===== src/sv/bvfg_pkg.sv =====
package bvfg_pkg;

    // field widths
    localparam int UV_W   = 23;
    localparam int PCT_W  = 7;
    localparam int LVL_W  = 3;
    localparam int PROD_W = PCT_W + UV_W;

    // configuration port
    localparam int APB_DW = 32;
    localparam int APB_AW = 4;

    // register indexes
    localparam logic [1:0] REG_FULL_UV      = 2'd0;
    localparam logic [1:0] REG_KNEE_UV      = 2'd1;
    localparam logic [1:0] REG_EMPTY_UV     = 2'd2;
    localparam logic [1:0] REG_KNEE_PERCENT = 2'd3;

    // register reset values
    localparam logic [UV_W-1:0]  FULL_UV_RST      = 23'd4200000;
    localparam logic [UV_W-1:0]  KNEE_UV_RST      = 23'd3800000;
    localparam logic [UV_W-1:0]  EMPTY_UV_RST     = 23'd3500000;
    localparam logic [PCT_W-1:0] KNEE_PERCENT_RST = 7'd20;

    // grading thresholds
    localparam logic [PCT_W-1:0] PCT_FULL        = 7'd100;
    localparam logic [PCT_W-1:0] PCT_HIGH_FROM   = 7'd60;
    localparam logic [PCT_W-1:0] PCT_NORMAL_FROM = 7'd20;
    localparam logic [PCT_W-1:0] PCT_LOW_FROM    = 7'd10;

    // level codes
    localparam logic [LVL_W-1:0] LVL_CRITICAL = 3'd0;
    localparam logic [LVL_W-1:0] LVL_LOW      = 3'd1;
    localparam logic [LVL_W-1:0] LVL_NORMAL   = 3'd2;
    localparam logic [LVL_W-1:0] LVL_HIGH     = 3'd3;
    localparam logic [LVL_W-1:0] LVL_FULL     = 3'd4;

    // controller commands
    typedef struct packed {
        logic load_sample;
        logic update;
        logic div_avg_start;
        logic avg_take;
        logic seg_eval;
        logic div_pct_start;
        logic pct_take;
    } cmd_t;

    // datapath status
    typedef struct packed {
        logic div_done;
        logic seg_direct;
    } status_t;

endpackage


===== src/sv/bvfg_ctrl.sv =====
module bvfg_ctrl (
    input  logic               clk,
    input  logic               rst_n,
    input  logic               in_valid,
    output logic               in_ready,
    output logic               out_valid,
    input  logic               out_ready,
    input  bvfg_pkg::status_t  status,
    output bvfg_pkg::cmd_t     cmd
);

    localparam logic [2:0] S_IDLE     = 3'd0;
    localparam logic [2:0] S_UPD      = 3'd1;
    localparam logic [2:0] S_AVG_GO   = 3'd2;
    localparam logic [2:0] S_AVG_WAIT = 3'd3;
    localparam logic [2:0] S_SEG      = 3'd4;
    localparam logic [2:0] S_PCT_GO   = 3'd5;
    localparam logic [2:0] S_PCT_WAIT = 3'd6;
    localparam logic [2:0] S_OUT      = 3'd7;

    logic [2:0] state_reg, state_next;

    // next state and commands
    always_comb
    begin
        state_next = state_reg;
        cmd        = '0;
        case (state_reg)
            S_IDLE:
            begin
                if (in_valid)
                begin
                    cmd.load_sample = 1'b1;
                    state_next      = S_UPD;
                end
            end
            S_UPD:
            begin
                cmd.update = 1'b1;
                state_next = S_AVG_GO;
            end
            S_AVG_GO:
            begin
                cmd.div_avg_start = 1'b1;
                state_next        = S_AVG_WAIT;
            end
            S_AVG_WAIT:
            begin
                if (status.div_done)
                begin
                    cmd.avg_take = 1'b1;
                    state_next   = S_SEG;
                end
            end
            S_SEG:
            begin
                cmd.seg_eval = 1'b1;
                state_next   = status.seg_direct ? S_OUT : S_PCT_GO;
            end
            S_PCT_GO:
            begin
                cmd.div_pct_start = 1'b1;
                state_next        = S_PCT_WAIT;
            end
            S_PCT_WAIT:
            begin
                if (status.div_done)
                begin
                    cmd.pct_take = 1'b1;
                    state_next   = S_OUT;
                end
            end
            S_OUT:
            begin
                if (out_ready)
                begin
                    state_next = S_IDLE;
                end
            end
            default:
            begin
                state_next = S_IDLE;
            end
        endcase
    end

    always_ff @(posedge clk or negedge rst_n)
    begin
        if (!rst_n)
        begin
            state_reg <= S_IDLE;
        end
        else
        begin
            state_reg <= state_next;
        end
    end

    assign in_ready  = (state_reg == S_IDLE);
    assign out_valid = (state_reg == S_OUT);

    // checks
    a_one_side: assert property (@(posedge clk) disable iff (!rst_n)
        !(in_ready && out_valid))
        else $error("input and output both open");
    a_accept_upd: assert property (@(posedge clk) disable iff (!rst_n)
        (in_valid && in_ready) |=> (state_reg == S_UPD))
        else $error("input transfer not followed by update");
    a_result_held: assert property (@(posedge clk) disable iff (!rst_n)
        (out_valid && !out_ready) |=> out_valid)
        else $error("result dropped before transfer");

endmodule


===== config.mk =====
export PLATFORM = sky130hd
export DESIGN_NAME = bvfg_ctrl
export DESIGN_NICKNAME = d
export VERILOG_FILES = /design/src/sv/bvfg_pkg.sv /design/src/sv/bvfg_ctrl.sv
export SDC_FILE = /design/constraint.sdc
export NUM_CORES = 1
export LEC_CHECK = 0
export BUFFER_PORTS_ARGS = -buffer_cell sky130_fd_sc_hd__buf_4
export CAP_MARGIN = 20
export CORE_AREA = 2 2 39 41
export CTS_CLUSTER_SIZE = 16
export DETAILED_ROUTE_END_ITERATION = 8
export DIE_AREA = 0 0 41 43
export GPL_TIMING_DRIVEN = 0
export HOLD_SLACK_MARGIN = 0.1
export MAX_ROUTING_LAYER = met4
export PLACE_DENSITY = 0.5
export REMOVE_ABC_BUFFERS = 1
export SYNTH_ARGS = -nofsm -noshare
export SYNTH_HDL_FRONTEND = slang
export SYNTH_SLANG_ARGS = --single-unit
export TNS_END_PERCENT = 20

===== constraint.sdc =====
create_clock -name clk -period 2.8 [get_ports clk]
set_input_delay 0.28 -clock clk [delete_from_list [all_inputs] [get_ports clk]]
set_output_delay 0.28 -clock clk [all_outputs]
set_load 0.05 [all_outputs]

==> results of run 1 <==
stage by stage:
stage          std cells  utilization
2_1_floorplan         22            -
3_3_place_gp          52       0.2541
3_5_place_dp          52       0.2541
4_1_cts               57       0.2803
5_1_grt               57       0.2803
6_report              57       0.2803
cell usage in the layout (no fill, tap or decap), drive strengths merged:
cell / synthesis / layout
a31oi: 1 / 1
nor3: 2 / 2
inv: 1 / 1
mux2: 1 / 1
dlygate4sd3: 0 / 1
and4b: 1 / 1
and4bb: 1 / 1
a221oi: 1 / 1
a211oi: 1 / 1
nor3b: 2 / 2
and3: 3 / 3
mux2i: 1 / 1
buf: 3 / 14
dfrtp: 3 / 3
clkbuf: 0 / 4
nor2: 1 / 1
nand3: 1 / 1
and2: 1 / 1
o21bai: 1 / 1
power groups by stage:
stage / combinational (mW) / clock [mW] / sequential [mW]
2_1_floorplan: 0.223 / 0 / 0.117
3_3_place_gp: 0.293 / 0 / 0.136
3_5_place_dp: 0.295 / 0 / 0.135
4_1_cts: 0.296 / 0.0804 / 0.134
5_1_grt: 0.312 / 0.0833 / 0.146
6_report: 0.292 / 0.0769 / 0.132
metal layers:
| layer | vias up | wire (µm) |
|---|---|---|
| li1 | 124 | - |
| met3 | 4 | 52 |
| met2 | 13 | 234 |
| met5 | - | 0 |
| met1 | 102 | 229 |
| met4 | 0 | 36 |
cell usage after synthesis:
| cell type | n | share of area |
|---|---|---|
| and3_1 | 3 | 0.077 |
| dfrtp_1 | 3 | 0.31 |
| buf_2 | 2 | 0.041 |
| nor3b_1 | 2 | 0.062 |
| a211oi_1 | 1 | 0.031 |
| a221oi_2 | 1 | 0.062 |
| a31oi_1 | 1 | 0.026 |
| and2_1 | 1 | 0.026 |
| and4b_1 | 1 | 0.041 |
| and4bb_1 | 1 | 0.051 |
| buf_4 | 1 | 0.031 |
| inv_1 | 1 | 0.015 |
| mux2_4 | 1 | 0.062 |
| mux2i_1 | 1 | 0.041 |
| nand3_1 | 1 | 0.020 |
| nor2_1 | 1 | 0.015 |
| nor3_1 | 1 | 0.020 |
| nor3_2 | 1 | 0.041 |
| o21bai_1 | 1 | 0.031 |
final cells by class:
cell class / instances / area [µm²]
fillers: 152 / 996.0
multi-input cells: 18 / 147.6
repair buffers: 15 / 115.1
flip-flops and latches: 3 / 75.07
clock buffers: 4 / 26.28
well taps: 16 / 20.02
inverters: 1 / 3.754
worst max-delay path, cell delays in order, from the launching register on:
cell     delay (ns)
dfrtp_1        0.51
inv_1          0.12
nor3_1         0.20
buf_4          0.23
cell families after synthesis:
kind of cell	count (synthesis)	synth area share
muxes	2	0.1025
and+or+nand+nor	12	0.3538
buffers and inverters	4	0.08718
AOI/OAI and AO/OA	4	0.1487
DFF	3	0.3077
final timing paths:
kind	start	end	slack, ns	cells past startpoint
setup / recovery	state_reg[1]$_DFFE_PN0P_	cmd[4]	1.23	3
hold / removal	out_ready	state_reg[0]$_DFFE_PN0P_	0.36	3
setup reg to reg	state_reg[2]$_DFFE_PN0P_	state_reg[0]$_DFFE_PN0P_	1.57	2
hold reg to reg	state_reg[1]$_DFFE_PN0P_	state_reg[1]$_DFFE_PN0P_	0.68	1
max in group asynchronous	rst_n	state_reg[1]$_DFFE_PN0P_	2.34	2
min in group asynchronous	rst_n	state_reg[0]$_DFFE_PN0P_	0.37	2
repair_timing:
action                                 4_1_cts  5_1_grt
hold buffers                                 1        0
endpoints found under the hold margin        3        0
gates resized for setup                      0        0
==> flow_summary.json, run 1 <==
{
  "status": "completed",
  "largest_reg_flops": 3,
  "grt_max_degree": 15,
  "crit_fanout": 11,
  "insertion_delay_ns": 0.24,
  "dieArea_um2": 1763,
  "nets": 48,
  "slew_headroom": 0.7302,
  "maxCapViolations": 0,
  "fin_crit_sh": 0.5608,
  "core-area_um2": 1384,
  "syn_area_um2": 244.0,
  "sw_frac_of_total": 0.5378,
  "port_buffers": 14,
  "setup_ws_ns": 1.230,
  "finalClockSkew_ns": 0.003698,
  "hp-class": "in -> reg",
  "crit_type": "reg -> out",
  "cts_buffer_depth": 2,
  "drive_above_1_share": 0.4878,
  "path_clk_slew_ns": 0.04,
  "antenna_found_initial": 0,
  "tritoncts": "built",
  "htree_levels": 1,
  "power.switching_mw": 0.2694,
  "start_kind": "flop",
  "worst_ep_arrival_time_ns": 1.29,
  "internal_power_mw": 0.2315,
  "use_met1": 0.09936,
  "dpl_cell_area_um2": 351.6,
  "combPwrFrac": 0.584,
  "start_util": 0.1763,
  "root_buffer": "clkbuf_4",
  "rsz0062_at_grt": "false",
  "vias": 243,
  "power.density_nw_per_um2": 1291,
  "cts_buffers": 3,
  "drv_slew": 0,
  "critPathCaptureType": "primary output",
  "drt_iter0_markers": 1,
  "cts.sinks": 3,
  "netlist_instances": 25,
  "cp_data_required_time_ns": 2.52,
  "ant_nets": 0,
  "yosysWarningCount": 0,
  "grtUsageMet3": 0,
  "setup_viol": 0,
  "dp_slack_ns": 1.439,
  "die_h_um": 43,
  "finalHoldViolations": 0,
  "post-route-min-period_ns": 1.570,
  "p_leak_nw": 0.1944,
  "track_usage": 0.08736,
  "syn2layout_area_growth_pct": 58.97,
  "hold_ws_ns": 0.3595,
  "power_frac_seq": 0.263,
  "wl_per_cell_um": 9.667,
  "ys_seq_elements": 3,
  "pin_count": 15,
  "antenna_cells": 0,
  "met2_usage": 0.1031,
  "tns_ns": 0,
  "die_w_um": 41,
  "first_pass_iters": 2,
  "drc_errors": 0,
  "p_total_mw": 0.5009,
  "avgSynthCellArea_um2": 9.759,
  "clockPowerShare": 0.154,
  "avgViaCountPerCell": 4.263,
  "synth_seq_area_share": 0.3077,
  "place_congestion": 0.5657,
  "tightest_slew_ns": 0.4047,
  "grt_pass1_vias": 240,
  "top_usage_layer": "met4",
  "ys_types": 19,
  "final_area_um2": 387.9,
  "finalWirelength_um": 551,
  "rows": 14,
  "grt_pass1_wl_um": 924,
  "fmax_mhz": 636.9,
  "grt_remaining_overflow": 0,
  "cts_setup_buffers": 0,
  "irDropWorstVdd_v": 0.0003081
}
(Power assumes the default switching activity.)
==> inputs of run 2 (changes only) <==
--- a/config.mk
+++ b/config.mk
@@ -5,6 +5,7 @@
 export SDC_FILE = /design/constraint.sdc
 export NUM_CORES = 1
 export LEC_CHECK = 0
+export ABC_AREA = 1
 export BUFFER_PORTS_ARGS = -buffer_cell sky130_fd_sc_hd__buf_4
 export CAP_MARGIN = 20
 export CORE_AREA = 2 2 39 41
@@ -14,7 +15,7 @@
 export GPL_TIMING_DRIVEN = 0
 export HOLD_SLACK_MARGIN = 0.1
 export MAX_ROUTING_LAYER = met4
-export PLACE_DENSITY = 0.5
+export PLACE_DENSITY = 0.52
 export REMOVE_ABC_BUFFERS = 1
 export SYNTH_ARGS = -nofsm -noshare
 export SYNTH_HDL_FRONTEND = slang
==> constraint.sdc (replaced) <==
create_clock -name clk -period 1.5 [get_ports clk]
set_input_delay 0.15 -clock clk [delete_from_list [all_inputs] [get_ports clk]]
set_output_delay 0.15 -clock clk [all_outputs]
set_load 0.05 [all_outputs]
==> flow_summary.json, run 2 <==
{
  "status": "completed",
  "vias": 319,
  "setup_viol": 0,
  "layout_common_cells": "buf_4, nand2_1, inv_1",
  "min_from": "status[0]",
  "sw_frac_of_total": 0.5826,
  "final_common_cell": "buf_4",
  "start_kind": "flop",
  "antenna_found_initial": 0,
  "start_util": 0.1971,
  "internal_power_mw": 0.4458,
  "tritoncts": "built",
  "hp-class": "in -> reg",
  "rows": 14,
  "htree_levels": 1,
  "hold_ws_ns": 0.2153,
  "grt_max_degree": 11,
  "p_total_mw": 1.068,
  "power.density_nw_per_um2": 2563,
  "dp_hpwl_um": 478.6,
  "syn_area_um2": 272.8,
  "irDropWorstVdd_v": 0.0006163,
  "drv_slew": 0,
  "rsz0062_at_grt": "false",
  "wl_per_cell_um": 8.051,
  "pin_count": 15,
  "drc_errors": 0,
  "core-area_um2": 1384,
  "clockPowerShare": 0.129,
  "synth.most_common_cell": "nand2_1",
  "drt_iter0_markers": 4,
  "first_pass_iters": 4,
  "nets": 70,
  "fin_crit_sh": 0.9471,
  "cts_buffers": 3,
  "grt_pass1_vias": 251,
  "avgSynthCellArea_um2": 5.930,
  "finalWirelength_um": 636,
  "fillCellCount": 161,
  "insertion_delay_ns": 0.23,
  "worst_ep_arrival_time_ns": 1.27,
  "netlist_instances": 46,
  "drive_above_1_share": 0.3968,
  "synth.largest_area_cell": "dfrtp_1",
  "avgViaCountPerCell": 4.038,
  "crit_type": "reg -> out",
  "r2r_slack_ns": 0.36,
  "synthArstFlopShare": 1.000,
  "crit_fanout": 7,
  "cts_buffer_depth": 2,
  "root_buffer": "clkbuf_4",
  "yosysWarningCount": 0,
  "tns_ns": 0,
  "die_h_um": 43,
  "post-route-min-period_ns": 1.421,
  "cp_data_required_time_ns": 1.35,
  "place_congestion": 0.7253,
  "synthFlopType": "dfrtp_1",
  "startpoint": "state_reg[0]$_DFFE_PN0P_",
  "ys_seq_elements": 3,
  "setup_ws_ns": 0.07940,
  "synth_seq_area_share": 0.2752,
  "cts_setup_buffers": 0,
  "synthTopCellsByCount": "nand2_1, inv_1, nand3_1, nor2_1, nor3_1",
  "power_frac_seq": 0.212,
  "grt_remaining_overflow": 0,
  "ys_top_cells_by_area": "dfrtp_1, nand2_1, nand3_1",
  "grt_pass1_wl_um": 924,
  "r2r-start": "state_reg[2]$_DFFE_PN0P_",
  "power.switching_mw": 0.6222,
  "cts.sinks": 3,
  "dp_slack_ns": 0.2612,
  "path_clk_slew_ns": 0.03,
  "yosysTopAreaCellShare": 0.2752,
  "slew_headroom": 0.8271,
  "die_w_um": 41,
  "finalHoldViolations": 0,
  "finalClockSkew_ns": 0.0003703,
  "ys_types": 11,
  "dieArea_um2": 1763,
  "p_leak_nw": 0.2439,
  "tightest_slew_ns": 0.2593,
  "largest_reg_flops": 3,
  "maxCapViolations": 0,
  "synth_edf_count": 0,
  "antenna_cells": 0,
  "critPathCaptureType": "primary output",
  "fmax_mhz": 703.9,
  "ant_nets": 0,
  "combPwrFrac": 0.659,
  "port_buffers": 14,
  "track_usage": 0.07946,
  "syn2layout_area_growth_pct": 52.75
}
## run 2: final cells by class
type / count / area [µm²] / area share
well taps: 16 / 20.02 / 0.04805
clock buffers: 4 / 26.28 / 0.06306
multi-input cells: 31 / 140.1 / 0.3363
flip-flops and latches: 3 / 77.57 / 0.1862
repair buffers: 15 / 115.1 / 0.2763
inverters: 10 / 37.54 / 0.09009
## run 2: metrics by stage
stage / util / area (µm²) / instances
6_report: 0.3011 / 416.7 / 79
5_1_grt: 0.3011 / 416.7 / 79
4_1_cts: 0.2975 / 411.6 / 79
3_5_place_dp: 0.2712 / 375.4 / 74
3_3_place_gp: 0.2712 / 375.4 / 74
2_1_floorplan: - / 250.2 / 44
## run 2: critical path: stages (launching register included)
cell and delay (ns):
dfrtp_1 0.46, nor2_2 0.15, inv_1 0.08, nor3_1 0.14, buf_4 0.22
## run 2: power groups by stage
stage	clock, mW	sequential [mW]	combinational [mW]
6_report	0.137	0.227	0.704
5_1_grt	0.154	0.237	0.767
4_1_cts	0.147	0.219	0.708
3_5_place_dp	0	0.219	0.704
3_3_place_gp	0	0.216	0.706
2_1_floorplan	0	0.192	0.536
## run 2: logic make-up (layout without fill, tap and decap cells)
logic type / after synthesis / after routing / share of synthesized area
AO/OA/AOI/OAI: 1 / 1 / 0.01833
buffers and inverters: 12 / 29 / 0.2202
flip-flops: 3 / 3 / 0.2752
AND/OR/NAND/NOR: 30 / 30 / 0.4862
## run 2: path summary, 6_finish.rpt
check	cells past startpoint	to
max in group asynchronous	2	state_reg[2]$_DFFE_PN0P_
hold / removal	5	state_reg[1]$_DFFE_PN0P_
hold reg to reg	2	state_reg[2]$_DFFE_PN0P_
min in group asynchronous	2	state_reg[0]$_DFFE_PN0P_
setup reg to reg	6	state_reg[0]$_DFFE_PN0P_
setup / recovery	4	cmd[6]
## run 2: timing repair
item | 4_1_cts | 5_1_grt
hold buffers | 1 | 0
endpoints found under the setup margin | 0 | 2
gates resized for setup | 0 | 3
hold endpoints to repair | 3 | 0
## run 2: layer usage
layer | vias up | part of all wire | global-route usage
met4 | 0 | 0 | 0.06000
met5 | - | 0 | -
li1 | 173 | - | -
met2 | 8 | 0.47 | 0.1125
met3 | 0 | 0.072 | 0.01571
met1 | 138 | 0.46 | 0.09416
